## config.mk

```make
export PLATFORM = sky130hd
export DESIGN_NAME = eight_bit_alu_with_unary_ops
export DESIGN_NICKNAME = d
export VERILOG_FILES = /design/src/hw/rtl/alu8u_pkg.sv /design/src/hw/rtl/alu8u_mul_stage.sv /design/src/hw/rtl/alu8u_exec_stage.sv /design/src/hw/rtl/alu8u_flag_stage.sv /design/src/hw/rtl/eight_bit_alu_with_unary_ops.sv
export SDC_FILE = /design/constraint.sdc
export NUM_CORES = 1
export LEC_CHECK = 0
export BUFFER_PORTS_ARGS = -buffer_cell sky130_fd_sc_hd__clkbuf_2
export CAP_MARGIN = 20
export CORE_ASPECT_RATIO = 1.4
export CORE_MARGIN = 2
export CORE_UTILIZATION = 67
export CTS_CLUSTER_SIZE = 25
export DETAILED_ROUTE_END_ITERATION = 8
export GPL_TIMING_DRIVEN = 0
export PLACE_DENSITY = 0.92
export SLEW_MARGIN = 40
export SYNTH_ARGS = -nofsm -noshare
export SYNTH_HDL_FRONTEND = slang
export SYNTH_SLANG_ARGS = --single-unit
```

## constraint.sdc

```tcl
create_clock -name clk -period 12.85 [get_ports clk]
set_clock_uncertainty 0.05 [all_clocks]
set_input_delay 0.6425 -clock clk [delete_from_list [all_inputs] [get_ports clk]]
set_output_delay 0.6425 -clock clk [all_outputs]
set_load 0.01 [all_outputs]
```

## src/hw/rtl/alu8u_pkg.sv

```systemverilog
// alu8u_pkg: shared types, opcode constants and constant tables for the 8-bit alu
// no dependencies; imported by every stage module and the top level
package alu8u_pkg;

  // alu modes as carried on alu_mode
  typedef enum logic [2:0] {
    MODE_ADD     = 3'd0,
    MODE_ADD_INC = 3'd1,
    MODE_SUB     = 3'd2,
    MODE_SUB_DEC = 3'd3,
    MODE_AND     = 3'd4,
    MODE_INC     = 3'd5,
    MODE_DEC     = 3'd6,
    MODE_UNARY   = 3'd7
  } mode_t;

  // unary sub-op groups, taken from operand_b[7:3]
  localparam logic [4:0] GRP_SETFLAGS = 5'd0;
  localparam logic [4:0] GRP_SETBIT   = 5'd1;
  localparam logic [4:0] GRP_CLRBIT   = 5'd2;
  localparam logic [4:0] GRP_GETBIT   = 5'd3;
  localparam logic [4:0] GRP_MULLO    = 5'd4;
  localparam logic [4:0] GRP_MULHI    = 5'd5;
  localparam logic [4:0] GRP_DIV      = 5'd6;
  localparam logic [4:0] GRP_MOD      = 5'd7;
  localparam logic [4:0] GRP_LSL      = 5'd8;
  localparam logic [4:0] GRP_LSR      = 5'd9;
  localparam logic [4:0] GRP_MISC     = 5'd10;

  // single unary codes inside the misc group
  localparam logic [7:0] CODE_SWAP    = 8'd80;
  localparam logic [7:0] CODE_REVERSE = 8'd81;
  localparam logic [7:0] CODE_NEGATE  = 8'd82;
  localparam logic [7:0] CODE_INVERT  = 8'd83;

  // what the later stages still have to do with a word
  typedef enum logic [2:0] {
    OP_PLAIN,
    OP_MULLO,
    OP_MULHI,
    OP_DIV,
    OP_MOD,
    OP_SETFLAGS,
    OP_UNUSED
  } op_t;

  // status flag bit positions
  localparam int FLAG_Z = 0;
  localparam int FLAG_C = 1;
  localparam int FLAG_V = 2;

  // multiplier and reciprocal widths
  localparam int FACT_W      = 7;
  localparam int RECIP_W     = 15;
  localparam int RECIP_SHIFT = 16;
  localparam int PROD_W      = 8 + RECIP_W;
  localparam int QUOT_W      = PROD_W - RECIP_SHIFT;

  // constant factor selected by the low three bits of the sub-op code
  function automatic logic [FACT_W-1:0] factor(input logic [2:0] n);
    logic [FACT_W-1:0] k;
    unique case (n)
      3'd0: k = 7'd3;
      3'd1: k = 7'd5;
      3'd2: k = 7'd10;
      3'd3: k = 7'd15;
      3'd4: k = 7'd50;
      3'd5: k = 7'd60;
      3'd6: k = 7'd80;
      3'd7: k = 7'd100;
    endcase
    return k;
  endfunction

  // floor(2^16 / k) + 1: exact quotient for any 8-bit dividend
  function automatic logic [RECIP_W-1:0] recip(input logic [2:0] n);
    logic [RECIP_W-1:0] m;
    unique case (n)
      3'd0: m = 15'd21846;
      3'd1: m = 15'd13108;
      3'd2: m = 15'd6554;
      3'd3: m = 15'd4370;
      3'd4: m = 15'd1311;
      3'd5: m = 15'd1093;
      3'd6: m = 15'd820;
      3'd7: m = 15'd656;
    endcase
    return m;
  endfunction

  // word leaving the multiply stage
  typedef struct packed {
    logic [7:0]        a;
    logic [7:0]        b;
    mode_t             mode;
    op_t               op;
    logic [PROD_W-1:0] prod;
  } s1_t;

  // word leaving the execute stage
  typedef struct packed {
    logic [7:0] a;
    op_t        op;
    logic [7:0] res;
    logic [2:0] flags;
    logic [7:0] qk;
  } s2_t;

endpackage

```

## src/hw/rtl/alu8u_mul_stage.sv

```systemverilog
// alu8u_mul_stage: first stage, sub-op decode and the shared constant multiplier
// depends on alu8u_pkg
module alu8u_mul_stage import alu8u_pkg::*; (
  input  logic       clk,
  input  logic       rst,
  input  logic       in_valid,
  output logic       in_ready,
  input  logic [7:0] operand_a,
  input  logic [7:0] operand_b,
  input  logic [2:0] alu_mode,
  output logic       s1_valid,
  output s1_t        s1,
  input  logic       down_ready
);

  mode_t             mode;
  op_t               op;
  logic [RECIP_W-1:0] mop;
  s1_t               s1_next;

  assign mode = mode_t'(alu_mode);

  // decode what the later stages need to know
  always_comb begin
    if (mode != MODE_UNARY) begin
      op = OP_PLAIN;
    end else begin
      priority case (operand_b[7:3])
        GRP_SETFLAGS: op = OP_SETFLAGS;
        GRP_MULLO:    op = OP_MULLO;
        GRP_MULHI:    op = OP_MULHI;
        GRP_DIV:      op = OP_DIV;
        GRP_MOD:      op = OP_MOD;
        GRP_SETBIT, GRP_CLRBIT, GRP_GETBIT, GRP_LSL, GRP_LSR: op = OP_PLAIN;
        default: begin
          if (operand_b >= CODE_SWAP && operand_b <= CODE_INVERT) op = OP_PLAIN;
          else op = OP_UNUSED;
        end
      endcase
    end
  end

  // one multiplier: by the factor, or by its reciprocal for div and mod
  always_comb begin
    if (op == OP_DIV || op == OP_MOD) mop = recip(operand_b[2:0]);
    else mop = {{(RECIP_W-FACT_W){1'b0}}, factor(operand_b[2:0])};
    s1_next.a    = operand_a;
    s1_next.b    = operand_b;
    s1_next.mode = mode;
    s1_next.op   = op;
    s1_next.prod = PROD_W'(operand_a) * PROD_W'(mop);
  end

  // stage handshake
  assign in_ready = !s1_valid || down_ready;

  always_ff @(posedge clk) begin
    if (rst) s1_valid <= 1'b0;
    else if (in_ready) s1_valid <= in_valid;
  end

  always_ff @(posedge clk) begin
    if (in_ready && in_valid) s1 <= s1_next;
  end

endmodule

```

## src/hw/rtl/alu8u_exec_stage.sv

```systemverilog
// alu8u_exec_stage: second stage, arithmetic, logic, shifts and quotient pickup
// depends on alu8u_pkg
module alu8u_exec_stage import alu8u_pkg::*; (
  input  logic clk,
  input  logic rst,
  input  logic s1_valid,
  input  s1_t  s1,
  output logic s1_ready,
  output logic s2_valid,
  output s2_t  s2,
  input  logic down_ready
);

  logic [2:0]        n;
  logic [QUOT_W-1:0] quot;
  logic [FACT_W-1:0] k;
  logic [13:0]       qk_full;
  logic [8:0]        sum9;
  logic [8:0]        wide9;
  logic [7:0]        res;
  logic [7:0]        rev;
  logic [2:0]        flags;
  s2_t               s2_next;

  assign n       = s1.b[2:0];
  assign quot    = s1.prod[PROD_W-1:RECIP_SHIFT];
  assign k       = factor(n);
  assign qk_full = {{(14-QUOT_W){1'b0}}, quot} * {{(14-FACT_W){1'b0}}, k};

  // bit reverse
  always_comb begin
    for (int i = 0; i < 8; i++) rev[i] = s1.a[7-i];
  end

  // result and carry per mode
  always_comb begin
    res   = 8'h00;
    flags = 3'b000;
    sum9  = 9'd0;
    wide9 = 9'd0;
    unique case (s1.mode)
      MODE_ADD: begin
        sum9 = {1'b0, s1.a} + {1'b0, s1.b};
        res  = sum9[7:0];
        flags[FLAG_C] = sum9[8];
      end
      MODE_ADD_INC: begin
        sum9 = {1'b0, s1.a} + {1'b0, s1.b} + 9'd1;
        res  = sum9[7:0];
        flags[FLAG_C] = sum9[8];
      end
      MODE_SUB: begin
        res = s1.a - s1.b;
        flags[FLAG_C] = s1.a < s1.b;
      end
      MODE_SUB_DEC: begin
        res = s1.a - s1.b - 8'd1;
        flags[FLAG_C] = s1.a <= s1.b;
      end
      MODE_AND: res = s1.a & s1.b;
      MODE_INC: begin
        res = s1.a + 8'd1;
        flags[FLAG_C] = s1.a == 8'hff;
      end
      MODE_DEC: begin
        res = s1.a - 8'd1;
        flags[FLAG_C] = s1.a == 8'h00;
      end
      MODE_UNARY: begin
        priority case (s1.b[7:3])
          GRP_SETFLAGS: begin
            res   = s1.b;
            flags = s1.b[2:0];
          end
          GRP_SETBIT: res = s1.a | (8'd1 << n);
          GRP_CLRBIT: res = s1.a & ~(8'd1 << n);
          GRP_GETBIT: res = {7'd0, s1.a[n]};
          GRP_MULLO:  res = s1.prod[7:0];
          GRP_MULHI:  res = s1.prod[15:8];
          GRP_DIV:    res = 8'(quot);
          GRP_MOD:    res = 8'h00;
          GRP_LSL: begin
            wide9 = {1'b0, s1.a} << n;
            res   = wide9[7:0];
            flags[FLAG_C] = wide9[8];
          end
          GRP_LSR: begin
            wide9 = {s1.a, 1'b0} >> n;
            res   = wide9[8:1];
            flags[FLAG_C] = wide9[0];
          end
          default: begin
            priority case (s1.b)
              CODE_SWAP:    res = {s1.a[3:0], s1.a[7:4]};
              CODE_REVERSE: res = rev;
              CODE_NEGATE:  res = 8'd0 - s1.a;
              CODE_INVERT:  res = ~s1.a;
              default: begin
                res   = 8'hff;
                flags = 3'b111;
              end
            endcase
          end
        endcase
      end
    endcase
    s2_next.a     = s1.a;
    s2_next.op    = s1.op;
    s2_next.res   = res;
    s2_next.flags = flags;
    s2_next.qk    = qk_full[7:0];
  end

  // stage handshake
  assign s1_ready = !s2_valid || down_ready;

  always_ff @(posedge clk) begin
    if (rst) s2_valid <= 1'b0;
    else if (s1_ready) s2_valid <= s1_valid;
  end

  always_ff @(posedge clk) begin
    if (s1_ready && s1_valid) s2 <= s2_next;
  end

endmodule

```

## src/hw/rtl/alu8u_flag_stage.sv

```systemverilog
// alu8u_flag_stage: last stage, remainder fix-up, zero and sign-change flags
// depends on alu8u_pkg; drives the output register
module alu8u_flag_stage import alu8u_pkg::*; (
  input  logic       clk,
  input  logic       rst,
  input  logic       s2_valid,
  input  s2_t        s2,
  output logic       s2_ready,
  output logic       out_valid,
  input  logic       out_stall,
  output logic [7:0] alu_result,
  output logic [2:0] status_flags
);

  logic [7:0] res;
  logic [2:0] flags;

  // remainder and automatic flags
  always_comb begin
    res   = (s2.op == OP_MOD) ? s2.a - s2.qk : s2.res;
    flags = s2.flags;
    if (s2.op != OP_SETFLAGS && s2.op != OP_UNUSED) begin
      flags[FLAG_Z] = res == 8'h00;
      flags[FLAG_V] = res[7] != s2.a[7];
    end
  end

  // output register handshake
  assign s2_ready = !out_valid || !out_stall;

  always_ff @(posedge clk) begin
    if (rst) out_valid <= 1'b0;
    else if (s2_ready) out_valid <= s2_valid;
  end

  always_ff @(posedge clk) begin
    if (s2_ready && s2_valid) begin
      alu_result   <= res;
      status_flags <= flags;
    end
  end

endmodule

```

## src/hw/rtl/eight_bit_alu_with_unary_ops.sv

```systemverilog
// eight_bit_alu_with_unary_ops: top level of the three-stage 8-bit alu
// depends on alu8u_pkg, alu8u_mul_stage, alu8u_exec_stage, alu8u_flag_stage
//
//   channel  | handshake            | payload
//   ---------+----------------------+-------------------------------------
//   input    | in_valid / in_stall  | operand_a, operand_b, alu_mode
//   output   | out_valid / out_stall| alu_result, status_flags
//
// one word per cycle while out_stall is low; a word passes s1, s2 and the output
// register in order. the depth is set by the constant multiplier, the remainder
// product and the flag logic each owning a stage. rst (synchronous) empties all
// stages. a stall holds the output register and, through the combinational
// ready chain, every full stage behind it; bubbles fill before in_stall rises.
module eight_bit_alu_with_unary_ops import alu8u_pkg::*; (
  input  logic       clk,
  input  logic       rst,
  input  logic       in_valid,
  output logic       in_stall,
  input  logic [7:0] operand_a,
  input  logic [7:0] operand_b,
  input  logic [2:0] alu_mode,
  output logic       out_valid,
  input  logic       out_stall,
  output logic [7:0] alu_result,
  output logic [2:0] status_flags
);

  logic in_ready;
  logic s1_valid;
  logic s1_ready;
  logic s2_valid;
  logic s2_ready;
  s1_t  s1;
  s2_t  s2;

  assign in_stall = !in_ready;

  // decode and multiply
  alu8u_mul_stage u_mul (
    .clk        (clk),
    .rst        (rst),
    .in_valid   (in_valid),
    .in_ready   (in_ready),
    .operand_a  (operand_a),
    .operand_b  (operand_b),
    .alu_mode   (alu_mode),
    .s1_valid   (s1_valid),
    .s1         (s1),
    .down_ready (s1_ready)
  );

  // execute
  alu8u_exec_stage u_exec (
    .clk        (clk),
    .rst        (rst),
    .s1_valid   (s1_valid),
    .s1         (s1),
    .s1_ready   (s1_ready),
    .s2_valid   (s2_valid),
    .s2         (s2),
    .down_ready (s2_ready)
  );

  // flags and output register
  alu8u_flag_stage u_flag (
    .clk          (clk),
    .rst          (rst),
    .s2_valid     (s2_valid),
    .s2           (s2),
    .s2_ready     (s2_ready),
    .out_valid    (out_valid),
    .out_stall    (out_stall),
    .alu_result   (alu_result),
    .status_flags (status_flags)
  );

endmodule

```

# After elaboration in Yosys (flattened, before gate mapping)

Memory sizes are Yosys's and may differ from the RTL's. A register that Yosys moved wholly into a read port is not among the register bits.
Index checks and enable logic that the tools add are counted.

Reduce and logical (&&, ||, !) cells: 23
Shift operators: 3
Muxes and demuxes: 18
$add $sub $neg: 8
Equality and inequality tests: 37
$lt $le $gt $ge: 5
Multiply operators: 2
Bitwise operators: 5

Operator list:

| kind                | number |
|---|---|
| $pmux 8 s10         | 1 |
| $pmux 8 s8          | 1 |
| $eq 5x3->1 const B  | 8 |
| $eq 8x7->1 const B  | 4 |
| $pmux 8 s4          | 1 |
| $mul 8x15->23       | 1 |
| $eq 5x2->1 const B  | 4 |
| $eq 5x4->1 const B  | 4 |
| $eq 3x3->1 const B  | 6 |
| $pmux 3 s6          | 1 |
| $and 8x8->8         | 2 |
| $logic_not 8->1     | 2 |
| $not 8->8           | 2 |
| $sub 8x1->8 const B | 2 |
| $sub 8x8->8         | 2 |
| $mux 15             | 1 |
| $mux 3              | 4 |
| $eq 5x1->1 const B  | 2 |
| $logic_not 5->1     | 2 |
| $add 8x8->9         | 1 |
| $add 9x1->9 const B | 1 |
| $eq 3x2->1 const B  | 3 |
| $ne 3x3->1 const B  | 3 |
| $reduce_or 9->1     | 1 |
| 28 further kinds    | 42 |

ROM bits: 232
Bits of input ports: 23
Register bits: 89
Output and inout bits: 13
Logic and storage cells: 120
Memories: 3

Memories:

| memory           | depth | bits a word | read ports | clocked after Yosys merged registers in | write ports | line            | RTL |
|---|---|---|---|---|---|---|---|
| (name not given) | 8     | 15          | 1          | 0                                       | 0           | alu8u_pkg.sv:78 | `unique case (n)` |
| (name not given) | 8     | 7           | 1          | 1                                       | 0           | alu8u_pkg.sv:62 | `unique case (n)` |
| (name not given) | 8     | 7           | 1          | 0                                       | 0           | alu8u_pkg.sv:62 |  |

# Depth between registers and ports, before layout

Depth in word-level cells: 9
Gate-level depth with buffers: 24
Mapped depth without buffers: 23

# Cells and area by module

From an unflattened synthesis, not the netlist that was laid out.

Cell total of the unflattened synthesis: 1,348
Area, all modules: 11,912.7 um^2

By module, submodules not included:

| module                       | area each (um^2) | sequential area each (um^2) | cells an instance | instances |
|---|---|---|---|---|
| alu8u_mul_stage              | 5,694.2          | 1,371.3                     | 573               | 1 |
| alu8u_exec_stage             | 5,338.9          | 920.9                       | 683               | 1 |
| alu8u_flag_stage             | 875.8            | 350.3                       | 91                | 1 |
| eight_bit_alu_with_unary_ops | 3.8              | 0.0                         | 1                 | 1 |

# Worst setup path before layout

OpenSTA, ideal clock, no wires.

Kind: input-to-reg
Start: input operand_b[4]
End: register u_mul.s1[22] (netlist name)
Data required time: 12.540 ns
Setup time: 0.260 ns
Buffers on the path: 1
Arrival: 5.968 ns
Stages on the path: 21
Setup slack: 6.573 ns
Cells stage by stage: clkbuf_1 nand2_1 nor4_2 nor2_1 a21boi_0 nand2b_1 fa_1 fa_1 inv_1 fa_1 inv_1 fa_1 inv_1 ha_1 nand4_1 a31oi_1 a311o_1 a31o_2 a21o_1 a21oi_1 xnor2_1

RTL lines:

| item               | line                               | RTL |
|---|---|---|
| start: declaration | eight_bit_alu_with_unary_ops.sv:20 | `input logic [7:0] operand_b,` |

==> flow_summary.yaml <==
yosys:
  synth_flop_cell: "sky130_fd_sc_hd__edfxtp_1"
  post_synth_instance_area_um2: 11500
  syn-mean-instance-area_um2: 9.13
  netlist_top_cells_area: "sky130_fd_sc_hd__edfxtp_1 22%, sky130_fd_sc_hd__fa_1 16%, sky130_fd_sc_hd__ha_1 9.9%"
  netlist_instances: 1262
  synth_cell_types: 82
  yosys_warnings: 0
  synth_edf_count: 86
  synth_top_cell_area_share_pct: 22.4
  portion_of_the_post_synthesis_area_used_by_sequential_elements_pct: 24.1
  synthesized_flop_and_latch_total: 96
  nets_in_the_synthesized_netlist: 1470
  async_reset_ff_share_pct: 0
  synth_top_cell_by_area: "sky130_fd_sc_hd__edfxtp_1"
die:
  coreArea_um2: 16800
  floorplan.die.height_um: 159
  die_x_um: 115
  fp.dieArea_um2: 18300
  initial_core_util_pct: 68.5
  io_pins: 36
  placement_rows: 56
layout:
  layout-drive-gt1-share_pct: 8.06
  final_cell_area_um2: 12300
  finalNonFillerCells: 1518
  fin_util_pct: 73.2
  area.growth.synth_to_final_pct: 6.85
  design.final.nets: 1518
  final_common_cell: "sky130_fd_sc_hd__inv_1"
  antennaDiodeCount: 0
  layout.cells.most_common_list: "157 x sky130_fd_sc_hd__inv_1, 94 x sky130_fd_sc_hd__fa_1, 91 x sky130_fd_sc_hd__nor2_1, 91 x sky130_fd_sc_hd__ha_1, 90 x sky130_fd_sc_hd__and2_1"
routing:
  firstDrtPassIters: 5
  detailroute.via_count: 9678
  post_dr_vias_cell: 6.38
  antenna_left: 0
  post-route-drc-count: 0
  drt-initial-drc-count: 824
  postRouteWirelength_mm: 32.0
  detail_route.wl_per_cell_um: 21.1
timing:
  timing.slew.headroom_pct: 42.5
  fin_worst_hold_slack_ns: 0.375
  timing.fmax_mhz: 145
  setup_viol: 0
  setup_repair_after_global_routing_missed_its_margin: "false"
  worstMarginPinSlew_ns: 0.857
  timing.final.crit_share_pct: 53.7
  fin_tns_setup_ns: 0
  worst_slack_ns: 5.95
  post-route-min-period_ns: 6.90
  timing_hold_violations_final: 0
  drv_slew: 0
flow_run:
  drv.max_cap_violation_count: 0
global_route:
  overflow: 0
  wire_length_of_the_first_global_routing_pass_mm: 51.0
  grt_max_degree: 36
  grt_util_all_layers_pct: 35.9
  antenna_found_initial: 1
  first_global_vias: 10112
critical_path:
  critical_path_arrival_ns: 6.96
  worstSetupPathType: "in -> reg"
  critical_path.endpoint_type: "register"
  path_max_fanout: 10
  critical_path_required_ns: 12.91
  worst_r2r_path_depth: 13
  worst_setup_path_start_kind: "primary input"
min_path:
  min_delay_path_depth: 0
  min-delay-path-class: "reg -> reg"
cts:
  clkTransAtPathRegs_ns: 0.08
  clock_latency_ns: 0.36
  cts_root_buf: "sky130_fd_sc_hd__clkbuf_16"
  clock_tree.buffer_depth: 2
  tritoncts: "done"
  numCtsBuffers: 9
  numClockSinks: 96
  post-cts-setup-buffers: 0
  cts_hold_buf: 0
  cts.htree.levels: 3
  count_of_instances_resized_after_the_clock_tree_is_built: 0
power:
  seq_power_share_pct: 36.6
  peakVddDrop_mv: 0.0601
  pwr_density_cell_nw_per_um2: 90.7
  clock_power_share_pct: 25.0
  p_int_uw: 696
  power_frac_comb_pct: 38.5
  static_leakage_nw: 5.62
  psw_uw: 421
  power_mw: 1.12
  switching_fraction_pct: 37.7
placed_design:
  placement.io_buffers: 35
  placed_cells_incl_taps: 1501
  place_congestion: 1.04
  dp_worst_setup_slack_ns: 5.49
  hpwl_mm: 25.4
  detailed_place.area_um2: 12000
run_status:
  status: "complete, no violations"
==> registers in the layout (all words and copies together), names as in the netlist <==
name / count
u_exec.s2: 30
u_exec.k: 7
u_flag.out_valid: 1
u_mul.s1: 45
u_flag.alu_result: 8
u_flag.status_flags: 3
u_exec.s2_valid: 1
u_mul.s1_valid: 1
==> critical path, cell delays in order <==
cell and delay [ns]:
sky130_fd_sc_hd__clkbuf_2 0.09, sky130_fd_sc_hd__nand3_1 0.33, sky130_fd_sc_hd__nor4_4 0.63, sky130_fd_sc_hd__nor2_1 0.11, sky130_fd_sc_hd__a31oi_1 0.64, sky130_fd_sc_hd__and2_1 0.25, sky130_fd_sc_hd__fa_1 0.45, sky130_fd_sc_hd__fa_1 0.53
sky130_fd_sc_hd__fa_1 0.55, sky130_fd_sc_hd__inv_1 0.05, sky130_fd_sc_hd__fa_1 0.54, sky130_fd_sc_hd__inv_1 0.05, sky130_fd_sc_hd__ha_1 0.33, sky130_fd_sc_hd__o21ai_0 0.23, sky130_fd_sc_hd__nor2b_1 0.16, sky130_fd_sc_hd__a31oi_1 0.10
sky130_fd_sc_hd__a311o_1 0.49, sky130_fd_sc_hd__a31o_2 0.30, sky130_fd_sc_hd__a21o_1 0.18, sky130_fd_sc_hd__a21oi_1 0.21, sky130_fd_sc_hd__xnor2_1 0.10
==> cell families (layout without fill, tap and decap cells) <==
logic type	after synthesis	in the layout	synth area share [%]
AND/OR/NAND/NOR	428	428	19.8
AO/OA/AOI/OAI	247	247	14.4
buffers and inverters	212	265	7.22
adder cells (fa/ha/maj)	185	185	26.2
flip-flops	96	96	24.1
XOR/XNOR	67	67	5.21
multiplexers	27	27	2.94
==> cell usage after synthesis, drive strengths merged, types with 5 or more instances <==
master / n
xnor2: 42
nor2b: 35
and3: 13
nor3: 25
a31oi: 8
o21ai: 40
a211oi: 9
and2: 91
o21a: 7
nor2: 91
xor2: 24
ha: 91
nor4: 10
o211ai: 14
a21oi: 67
fa: 94
nand2: 79
mux2i: 17
nand4: 9
or2: 7
a311oi: 5
nand3: 24
nand3b: 5
nand2b: 22
clkbuf: 32
edfxtp: 86
inv: 157
o21bai: 9
dfxtp: 10
buf: 21
a21o: 20
mux2: 5
mux4: 5
a221oi: 9
o22ai: 16
==> final timing paths <==
path / start / to / slack, ns
hold reg to reg: u_exec.s2[9] / u_flag.status_flags[1] / 0.38
hold / removal: u_exec.s2[9] / u_flag.status_flags[1] / 0.38
setup reg to reg: u_mul.s1[37] / u_exec.s2[18] / 8.57
setup / recovery: alu_mode[1] / u_mul.s1[22] / 5.95
==> layout make-up <==
class	instances	area [µm²]
multi-input cells	954	7930
fillers	1251	4500
flip-flops and latches	96	2780
inverters	159	598
well taps	203	254
plain buffers	53	235
clock buffers	9	225
repair buffers	37	200
clock inverters	7	83.8
==> power by group through the flow <==
stage / clock network, mW / logic (mW) / registers [mW]
final: 0.279 / 0.429 / 0.408
after detailed placement: 0 / 0.420 / 0.414
after CTS: 0.277 / 0.423 / 0.408
after global routing: 0.288 / 0.476 / 0.410
after global placement: 0 / 0.400 / 0.414
after floorplan: 0 / 0.314 / 0.404
==> layer usage <==
layer  up-vias  global-route usage, %  share of wire (%)  routed length, µm
met5         -                      0                  0                  0
met4         0                   24.4                7.4               2370
met3       158                   4.42                6.1               1960
met2       466                   64.4                 52              16500
met1      4622                   38.5                 35              11100
li1       4432                      -                  -                  -
(Power assumes the default switching activity.)
